## src/rtl/rbaf_pkg.sv

```systemverilog
package rbaf_pkg;

	localparam int TUSER_W     = 3;
	localparam int IN_TDATA_W  = 56;
	localparam int OUT_TDATA_W = 16;

	typedef enum logic [2:0] {
		REQ_WRITE     = 3'd0,
		REQ_READ      = 3'd1,
		REQ_TIME      = 3'd2,
		REQ_TICK_1HZ  = 3'd3,
		REQ_TICK_16HZ = 3'd4
	} req_t;

	// register addresses; bank 1 reuses 2..5, 7 and 8 for the alarm and 10 for the 12/24 select
	localparam logic [3:0] RA_SEC_1   = 4'd0;
	localparam logic [3:0] RA_SEC_10  = 4'd1;
	localparam logic [3:0] RA_MIN_1   = 4'd2;
	localparam logic [3:0] RA_MIN_10  = 4'd3;
	localparam logic [3:0] RA_HOUR_1  = 4'd4;
	localparam logic [3:0] RA_HOUR_10 = 4'd5;
	localparam logic [3:0] RA_WDAY    = 4'd6;
	localparam logic [3:0] RA_DAY_1   = 4'd7;
	localparam logic [3:0] RA_DAY_10  = 4'd8;
	localparam logic [3:0] RA_MON_1   = 4'd9;
	localparam logic [3:0] RA_MON_10  = 4'd10;
	localparam logic [3:0] RA_YEAR_1  = 4'd11;
	localparam logic [3:0] RA_YEAR_10 = 4'd12;
	localparam logic [3:0] RA_CTRL    = 4'd13;
	localparam logic [3:0] RA_PULSE   = 4'd15;
	localparam logic [3:0] RA_SEL24   = RA_MON_10;

	localparam logic [7:0] SEL24_RST = 8'h01;
	localparam logic [7:0] CTRL_RST  = 8'h08;
	localparam logic [7:0] PULSE_RST = 8'h0c;

	localparam int BANK_BIT      = 0;
	localparam int ALARM_EN_BIT  = 2;
	localparam int OFF_1HZ_BIT   = 3;
	localparam int OFF_16HZ_BIT  = 2;

	typedef struct packed {
		req_t        req_type;
		logic [3:0]  addr;
		logic [7:0]  write_data;
		logic [13:0] year;
		logic [3:0]  month;
		logic [4:0]  day;
		logic [2:0]  weekday;
		logic [4:0]  hour;
		logic [5:0]  minute;
		logic [5:0]  second;
	} item_t;

	typedef struct packed {
		logic [7:0] read_data;
		logic       alarm_low;
		logic       pulse_low;
	} result_t;

	// register file contents after reset
	function automatic logic [7:0] rf_reset_val(input logic [3:0] a);
		logic [7:0] v;
		unique case (a)
			RA_SEL24: v = SEL24_RST;
			RA_CTRL:  v = CTRL_RST;
			RA_PULSE: v = PULSE_RST;
			default:  v = 8'd0;
		endcase
		return v;
	endfunction

	// x / 10 for x < 64 via reciprocal
	function automatic logic [2:0] div10_small(input logic [5:0] x);
		logic [10:0] p;
		p = {5'd0, x} * 11'd26;
		return p[10:8];
	endfunction

	function automatic logic [3:0] mod10_small(input logic [5:0] x);
		logic [5:0] q6;
		logic [5:0] t;
		q6 = {3'd0, div10_small(x)};
		t  = x - ((q6 << 3) + (q6 << 1));
		return t[3:0];
	endfunction

endpackage

```

## src/rtl/rbaf_core.sv

```systemverilog
module rbaf_core (
	input  logic              clk,
	input  logic              arst_n,
	input  rbaf_pkg::item_t   item,
	input  logic              fire,
	output rbaf_pkg::result_t result
);

	logic [7:0]  rf_q [16];
	logic [13:0] cur_year_q;
	logic [10:0] cur_ydiv_q;
	logic [3:0]  cur_month_q;
	logic [4:0]  cur_day_q;
	logic [2:0]  cur_wday_q;
	logic [4:0]  cur_hour_q;
	logic [5:0]  cur_min_q;
	logic [5:0]  cur_sec_q;
	logic        alarm_q, half1_q, half16_q, pulse_q;

	logic        bank1, h24, wr_en, match;
	logic [29:0] yprod;
	logic [10:0] ydiv_d;
	logic [23:0] qprod;
	logic [7:0]  qq;
	logic [13:0] y10, yunits_w;
	logic [10:0] qq10, ytens_w;
	logic [3:0]  yunits, ytens;
	logic [1:0]  leap_cnt;
	logic [4:0]  h12, hsel;
	logic [6:0]  am, ah, ad;
	logic [7:0]  rd_fmt, rd;
	logic        alarm_d, half1_d, half16_d, pulse_d;

	assign bank1 = rf_q[rbaf_pkg::RA_CTRL][rbaf_pkg::BANK_BIT];
	assign h24   = rf_q[rbaf_pkg::RA_SEL24][0];
	assign wr_en = fire && (item.req_type == rbaf_pkg::REQ_WRITE)
		&& ((item.addr >= rbaf_pkg::RA_CTRL) || bank1);

	// year / 10 is taken once at the time update, read path only needs one more step
	assign yprod  = {16'd0, item.year} * 30'd52429;
	assign ydiv_d = yprod[29:19];

	assign qprod    = {13'd0, cur_ydiv_q} * 24'd6554;
	assign qq       = qprod[23:16];
	assign y10      = {cur_ydiv_q, 3'b000} + {2'b00, cur_ydiv_q, 1'b0};
	assign yunits_w = cur_year_q - y10;
	assign yunits   = yunits_w[3:0];
	assign qq10     = {qq, 3'b000} + {2'b00, qq, 1'b0};
	assign ytens_w  = cur_ydiv_q - qq10;
	assign ytens    = ytens_w[3:0];

	// only candidate is the year rounded down to a multiple of four; it fails on
	// a century that is not a multiple of 400
	always_comb begin
		if (cur_year_q[1:0] == 2'd3) begin
			leap_cnt = 2'd3;
		end else if (ytens == 4'd0 && yunits == {2'b00, cur_year_q[1:0]}
				&& qq[1:0] != 2'd0) begin
			leap_cnt = 2'd3;
		end else begin
			leap_cnt = cur_year_q[1:0];
		end
	end

	assign h12  = (cur_hour_q >= 5'd24) ? cur_hour_q - 5'd24 :
		(cur_hour_q >= 5'd12) ? cur_hour_q - 5'd12 : cur_hour_q;
	assign hsel = h24 ? cur_hour_q : h12;

	always_comb begin
		rd_fmt = 8'd0;
		priority if (item.addr >= rbaf_pkg::RA_CTRL
				|| (bank1 && item.addr != rbaf_pkg::RA_YEAR_1)) begin
			rd_fmt = rf_q[item.addr];
		end else if (item.addr == rbaf_pkg::RA_YEAR_1) begin
			rd_fmt = bank1 ? {6'd0, leap_cnt} : {4'd0, yunits};
		end else begin
			unique case (item.addr)
				rbaf_pkg::RA_SEC_1:   rd_fmt = {4'd0, rbaf_pkg::mod10_small(cur_sec_q)};
				rbaf_pkg::RA_SEC_10:  rd_fmt = {5'd0, rbaf_pkg::div10_small(cur_sec_q)};
				rbaf_pkg::RA_MIN_1:   rd_fmt = {4'd0, rbaf_pkg::mod10_small(cur_min_q)};
				rbaf_pkg::RA_MIN_10:  rd_fmt = {5'd0, rbaf_pkg::div10_small(cur_min_q)};
				rbaf_pkg::RA_HOUR_1:  rd_fmt = {4'd0, rbaf_pkg::mod10_small({1'b0, hsel})};
				rbaf_pkg::RA_HOUR_10: begin
					rd_fmt = {5'd0, rbaf_pkg::div10_small({1'b0, hsel})};
					if (!h24 && cur_hour_q >= 5'd12) rd_fmt[1] = 1'b1;
				end
				rbaf_pkg::RA_WDAY:    rd_fmt = {5'd0, cur_wday_q};
				rbaf_pkg::RA_DAY_1:   rd_fmt = {4'd0, rbaf_pkg::mod10_small({1'b0, cur_day_q})};
				rbaf_pkg::RA_DAY_10:  rd_fmt = {5'd0, rbaf_pkg::div10_small({1'b0, cur_day_q})};
				rbaf_pkg::RA_MON_1:   rd_fmt = {4'd0, rbaf_pkg::mod10_small({2'b0, cur_month_q})};
				rbaf_pkg::RA_MON_10:  rd_fmt = {5'd0, rbaf_pkg::div10_small({2'b0, cur_month_q})};
				default:              rd_fmt = {4'd0, ytens};
			endcase
		end
	end

	// alarm compare values from the bank 1 registers
	assign am = 7'(rf_q[rbaf_pkg::RA_MIN_1][3:0])
		+ 7'(rf_q[rbaf_pkg::RA_MIN_10][2:0]) * 7'd10;
	assign ah = h24
		? 7'(rf_q[rbaf_pkg::RA_HOUR_1][3:0]) + 7'(rf_q[rbaf_pkg::RA_HOUR_10][1:0]) * 7'd10
		: 7'(rf_q[rbaf_pkg::RA_HOUR_1][3:0])
			+ (rf_q[rbaf_pkg::RA_HOUR_10][0] ? 7'd10 : 7'd0)
			+ (rf_q[rbaf_pkg::RA_HOUR_10][1] ? 7'd12 : 7'd0);
	assign ad = 7'(rf_q[rbaf_pkg::RA_DAY_1][3:0])
		+ 7'(rf_q[rbaf_pkg::RA_DAY_10][1:0]) * 7'd10;
	assign match = rf_q[rbaf_pkg::RA_CTRL][rbaf_pkg::ALARM_EN_BIT]
		&& am == {1'b0, item.minute} && ah == {2'b00, item.hour} && ad == {2'b00, item.day};

	always_comb begin
		rd       = 8'd0;
		alarm_d  = alarm_q;
		half1_d  = half1_q;
		half16_d = half16_q;
		pulse_d  = pulse_q;
		unique case (item.req_type)
			rbaf_pkg::REQ_WRITE: begin
			end
			rbaf_pkg::REQ_READ: begin
				rd = rd_fmt;
			end
			rbaf_pkg::REQ_TIME: begin
				alarm_d = match;
			end
			rbaf_pkg::REQ_TICK_1HZ: begin
				half1_d = ~half1_q;
				pulse_d = alarm_q
					| (~rf_q[rbaf_pkg::RA_PULSE][rbaf_pkg::OFF_1HZ_BIT] & half1_d)
					| (~rf_q[rbaf_pkg::RA_PULSE][rbaf_pkg::OFF_16HZ_BIT] & half16_q);
			end
			rbaf_pkg::REQ_TICK_16HZ: begin
				half16_d = ~half16_q;
				pulse_d  = alarm_q
					| (~rf_q[rbaf_pkg::RA_PULSE][rbaf_pkg::OFF_1HZ_BIT] & half1_q)
					| (~rf_q[rbaf_pkg::RA_PULSE][rbaf_pkg::OFF_16HZ_BIT] & half16_d);
			end
			default: begin
			end
		endcase
	end

	assign result.read_data = rd;
	assign result.alarm_low = alarm_d;
	assign result.pulse_low = pulse_d;

	always_ff @(posedge clk or negedge arst_n) begin
		if (!arst_n) begin
			for (int i = 0; i < 16; i++) rf_q[i] <= rbaf_pkg::rf_reset_val(4'(i));
			cur_year_q  <= '0;
			cur_ydiv_q  <= '0;
			cur_month_q <= '0;
			cur_day_q   <= '0;
			cur_wday_q  <= '0;
			cur_hour_q  <= '0;
			cur_min_q   <= '0;
			cur_sec_q   <= '0;
			alarm_q     <= 1'b0;
			half1_q     <= 1'b0;
			half16_q    <= 1'b0;
			pulse_q     <= 1'b0;
		end else begin
			if (wr_en) rf_q[item.addr] <= item.write_data;
			if (fire && item.req_type == rbaf_pkg::REQ_TIME) begin
				cur_year_q  <= item.year;
				cur_ydiv_q  <= ydiv_d;
				cur_month_q <= item.month;
				cur_day_q   <= item.day;
				cur_wday_q  <= item.weekday;
				cur_hour_q  <= item.hour;
				cur_min_q   <= item.minute;
				cur_sec_q   <= item.second;
			end
			if (fire) begin
				alarm_q  <= alarm_d;
				half1_q  <= half1_d;
				half16_q <= half16_d;
				pulse_q  <= pulse_d;
			end
		end
	end

endmodule

```

## src/rtl/rtc_bcd_register_file_alarm.sv

```systemverilog
// Real-time clock register file with alarm and pulse lines, seen as a stream block.
// Input channel s_*: one item per request. s_tuser carries the request kind (write,
// read, time update, 1 Hz toggle, 16 Hz toggle); s_tdata carries address, write byte
// and the calendar time used by a time update.
// Output channel m_*: exactly one result per input item, in order: the read byte
// (zero for anything but a read) and the alarm and pulse line levels after the item.
// An item passes through two register stages (input register, result register) on
// its way to m_*. Throughput is one item per cycle while the receiver takes results;
// the register file and time state update in the same cycle the item leaves the
// input register, so back-to-back items see each other's effects.
// When the receiver stalls, the result holds on m_tdata, the input register still
// fills, and s_tready drops only once both stages hold an item.
// Reset clears both stages and loads the register file defaults (24-hour mode,
// alarm disabled, both clock outputs masked); time and line state start at zero.
module rtc_bcd_register_file_alarm (
	input  logic        clk,
	input  logic        arst_n,
	input  logic        s_tvalid,
	output logic        s_tready,
	input  logic [2:0]  s_tuser,   // req_type
	// addr, write_data, year, month, day, weekday, hour, minute, second, 1 pad bit
	input  logic [55:0] s_tdata,
	output logic        m_tvalid,
	input  logic        m_tready,
	output logic [15:0] m_tdata    // read_data, alarm_low, pulse_low, 6 pad bits
);

	rbaf_pkg::item_t   item_s1;
	rbaf_pkg::result_t res_s2, res_d;
	logic              valid_s1, valid_s2, advance;

	assign advance  = valid_s1 && (!valid_s2 || m_tready);
	assign s_tready = !valid_s1 || advance;

	always_ff @(posedge clk or negedge arst_n) begin
		if (!arst_n) begin
			valid_s1 <= 1'b0;
			valid_s2 <= 1'b0;
		end else begin
			if (s_tready) valid_s1 <= s_tvalid;
			if (advance) valid_s2 <= 1'b1;
			else if (m_tready) valid_s2 <= 1'b0;
		end
	end

	always_ff @(posedge clk) begin
		if (s_tvalid && s_tready) begin
			item_s1.req_type   <= rbaf_pkg::req_t'(s_tuser);
			item_s1.addr       <= s_tdata[3:0];
			item_s1.write_data <= s_tdata[11:4];
			item_s1.year       <= s_tdata[25:12];
			item_s1.month      <= s_tdata[29:26];
			item_s1.day        <= s_tdata[34:30];
			item_s1.weekday    <= s_tdata[37:35];
			item_s1.hour       <= s_tdata[42:38];
			item_s1.minute     <= s_tdata[48:43];
			item_s1.second     <= s_tdata[54:49];
		end
		if (advance) res_s2 <= res_d;
	end

	rbaf_core u_core (
		.clk    (clk),
		.arst_n (arst_n),
		.item   (item_s1),
		.fire   (advance),
		.result (res_d)
	);

	assign m_tvalid = valid_s2;
	assign m_tdata  = {6'd0, res_s2.pulse_low, res_s2.alarm_low, res_s2.read_data};

endmodule

```

## config.mk

```make
export PLATFORM = sky130hd
export DESIGN_NAME = rtc_bcd_register_file_alarm
export DESIGN_NICKNAME = d
export VERILOG_FILES = /design/src/rtl/rbaf_pkg.sv /design/src/rtl/rbaf_core.sv /design/src/rtl/rtc_bcd_register_file_alarm.sv
export SDC_FILE = /design/constraint.sdc
export NUM_CORES = 1
export LEC_CHECK = 0
export BUFFER_PORTS_ARGS = -buffer_cell sky130_fd_sc_hd__buf_2
export CORE_MARGIN = 2
export CORE_UTILIZATION = 50
export CTS_CLUSTER_DIAMETER = 50
export DETAILED_ROUTE_END_ITERATION = 10
export PLACE_DENSITY = 0.72
export SLEW_MARGIN = 10
export SYNTH_ARGS = -nofsm -noshare
export SYNTH_HDL_FRONTEND = slang
export SYNTH_SLANG_ARGS = --single-unit
```

## constraint.sdc

```tcl
create_clock -name clk -period 9.5 [get_ports clk]
set_input_delay 0.475 -clock clk [delete_from_list [all_inputs] [get_ports clk]]
set_output_delay 0.475 -clock clk [all_outputs]
set_load 0.02 [all_outputs]
```

==> reports/qor.csv <==
stage,metric,value,unit
logic_synthesis,synth_top_area_cell,dfrtp_1,
setup_path,worstSetupEndpointType,flip-flop,
clocking,clkLatencyLatePin,0.59,ns
floorplanning,rows,70,
drt,vias,11800,
drt,final_antenna_net_count,0,
cells_and_area,nNetsFinal,2039,
pwr,irDropWorstVdd,0.400,mV
sta,max_freq,159,MHz
floorplanning,die_w,196,µm
logic_synthesis,async_flop_share,72.4,%
cells_and_area,final_cell_mix,"258 x ha_1, 221 x inv_1, 174 x dfrtp_1, 151 x mux2_2, 92 x fa_1",
drt,drtIter0Drc,670,
sta,slew_viol_final,0,
cells_and_area,diodes,0,
clocking,cts-buffers-inserted,31,
setup_path,reg2reg_to,m_tdata[1],
min_path,hold_path.class,input port to async pin,
sta,tightest_slew,1.07,ns
clocking,cts_tree,yes,
pwr,p_per_area,391,nW/µm²
logic_synthesis,synth-edff-count,68,
clocking,cts.path.max_buffers,3,
cells_and_area,syn_to_final_growth,10.3,%
pwr,p_leak,0.0100,µW
clocking,cts_root_buf,clkbuf_16,
pwr,pwr-share-comb,67.9,%
logic_synthesis,syn_inst,1551,
sta,min_period,6.27,ns
drt,wl_per_cell,18.5,µm
pwr,seqPwrFrac,16.8,%
outcome,status,"finished, violations left",
sta,period_share,66.0,%
global_route,grt_pass1_vias,12400,
logic_synthesis,synth_top_cells_by_area,"dfrtp_1 24%, ha_1 17%, edfxtp_1 11%",
run,drv_cap,0,
sta,hold_viol_final,18,
setup_path,crit_fanout,7,
placed_design,portBuffers,73,
setup_path,startpoint_type,flip-flop,
floorplanning,dieArea,38500,µm²
logic_synthesis,synth_ff_type,dfrtp_1,
sta,rsz0062_at_grt,no,
pwr,pwr-share-clk,15.3,%
pwr,swShare,44.3,%
global_route,gr-total-overflow,0,
drt,first_pass_iters,6,
setup_path,r2r_slack,3.23,ns
logic_synthesis,netlist.area_leader.share,23.6,%
floorplanning,initial_core_util,50.6,%
outcome,violations,hold timing,
logic_synthesis,synth_seq_cells,246,
floorplanning,die_h,196,µm
cells_and_area,design_area,20400,µm²
floorplanning,io_pins,81,
setup_path,reg2reg_from,u_core.cur_ydiv_q[3],
clocking,cts-resized-gates,0,
logic_synthesis,synth_cell_types,83,
clocking,clock_sinks,246,
global_route,grt_use_total,21.4,%
sta,max_slew_margin,29.0,%
global_route,grt_antenna_before_repair,0,
cells_and_area,drive_above_1_share,21.9,%
global_route,grt_pass1_wl,65.2,mm
setup_path,startpoint,u_core.cur_ydiv_q[3],
sta,setup_violations,0,
logic_synthesis,synthesis.area,18500,µm²
logic_synthesis,syn_avg_cell_area,11.9,µm²
placed_design,gp_congestion,0.900,
placed_design,dp_hpwl,29.7,mm
drt,vias_per_cell,5.57,
drt,route.detailed.drc,0,
floorplanning,coreArea,36500,µm²
logic_synthesis,ys.warnings.count,0,
setup_path,reg2reg_depth,20,
cells_and_area,utilization,55.8,%
clocking,cts_setup_buffers,0,
global_route,grt_max_degree,96,
logic_synthesis,synth_seq_area_share,35.2,%
setup_path,arrival,6.60,ns
sta,whs,-0.0286,ns
cells_and_area,layout_commonest_cell,ha_1,
placed_design,placed_area,19300,µm²
sta,skew,0.0128,ns
pwr,p_int,4440,µW
pwr,power,7970,µW
clocking,htreeDepth,1,
drt,wirelength,39.3,mm
setup_path,crit_end,m_tdata[1],
setup_path,worstPathRequired,9.83,ns
clocking,cts-hold-fix-buffers,0,
sta,tns,0,ns
setup_path,critical_path_class,flip-flop to flip-flop,
clocking,cts.clk_slew.worst_paths,0.06,ns
pwr,power.switching,3530,µW
==> power by group through the flow <==
| stage | Sequential, µW | Clock, µW | Combinational, µW |
|---|---|---|---|
| 2_1_floorplan | 1310 | 0 | 4230 |
| 3_3_place_gp | 1360 | 0 | 5160 |
| 3_5_place_dp | 1360 | 0 | 5370 |
| 4_1_cts | 1340 | 1250 | 5430 |
| 5_1_grt | 1360 | 1290 | 6120 |
| 6_report | 1340 | 1220 | 5410 |
==> cell type report <==
type                       count  area, µm²
inverter                     222        833
sequential                   246       6500
fill                        3084      16200
timing repair buffer          81        432
clock buffer                  40        860
multi-input combinational   1044      10900
tap                          468        586
clock inverter                18        218
==> how the worst min path moves through the flow <==
stage	endpoint	slack [ns]	cells past startpoint
3_3_place_gp	u_core.cur_sec_q[1]	0.47	1
4_1_cts	u_core.rf_q[12]	0.003	1
2_1_floorplan	m_tvalid	0.18	0
6_report	u_core.rf_q[84]	-0.03	1
3_5_place_dp	u_core.cur_sec_q[1]	0.47	1
5_1_grt	u_core.rf_q[84]	0.04	1
==> synthesized netlist by cell type (5+ instances only) <==
cell      instances
fa_1             92
and3_1           13
mux2_2          151
nand3_1          10
nor2_2            7
and2_1            6
mux4_2           40
xnor2_1          56
a211oi_1          7
nor2b_1          14
dfrtp_1         174
o21ai_0          38
clkbuf_1         22
nor3_1           26
nand2b_1         13
ha_1            258
a21o_1           14
or2_2             5
nand4_1          11
a31oi_1           7
a21oi_1          32
edfxtp_1         68
nor2_1           40
nand2_1          69
buf_4             7
mux2i_1           6
buf_2            10
xor2_1           26
o211ai_1          6
inv_1           221
==> worst max-delay path: stages (launching register included) <==
cell,delay (ns)
dfrtp_1,0.51
inv_1,0.09
ha_1,0.36
fa_1,0.47
fa_1,0.50
inv_1,0.06
fa_1,0.46
fa_1,0.49
ha_1,0.33
o21ai_0,0.21
o21ai_1,0.15
a221oi_4,0.37
o21bai_1,0.15
xor2_1,0.17
ha_1,0.20
xor2_1,0.15
xnor2_1,0.19
xnor2_1,0.15
xnor3_1,0.48
a2111oi_1,0.41
o21ai_1,0.12
==> logic make-up after synthesis <==
logic type / count (synthesis) / synth area share (%)
buffers and inverters: 266 / 5.66
adder cells (fa/ha/maj): 350 / 27.5
XOR/XNOR: 84 / 4.10
AND/OR/NAND/NOR: 247 / 7.13
multiplexers: 199 / 14.5
flip-flops: 246 / 35.2
AO/OA/AOI/OAI: 158 / 5.88
other: 1 / 0.0203
==> flip-flops by register name, summed over array words and instances, names as in the netlist <==
| name | cells |
|---|---|
| u_core.cur_year_q | 4 |
| u_core.cur_month_q | 4 |
| m_tdata | 10 |
| valid_s1 | 1 |
| u_core.alarm_q | 1 |
| u_core.half16_q | 1 |
| u_core.cur_ydiv_q | 11 |
| u_core.rf_q | 126 |
| u_core.bank1 | 1 |
| m_tvalid | 1 |
| u_core.cur_hour_q | 5 |
| u_core.pulse_q | 1 |
| u_core.cur_wday_q | 3 |
| u_core.h24 | 1 |
| item_s1 | 58 |
| u_core.half1_q | 1 |
| u_core.cur_min_q | 6 |
| u_core.cur_day_q | 5 |
| u_core.cur_sec_q | 6 |
==> metal layers <==
| layer | wire (µm) | track usage [%] |
|---|---|---|
| met1 | 17900 | 29.3 |
| met4 | 954 | 5.64 |
| met2 | 18800 | 35.5 |
| met3 | 1630 | 3.34 |
| met5 | 0 | 0 |
==> metrics by stage <==
stage               worst slack (ns)  instances
detailed placement              3.29       2061
CTS                             3.30       2119
finish                          3.23       2119
global route                    3.02       2119
floorplan                       3.81       1556
global placement                3.50       2061
(Power assumes the default switching activity.)
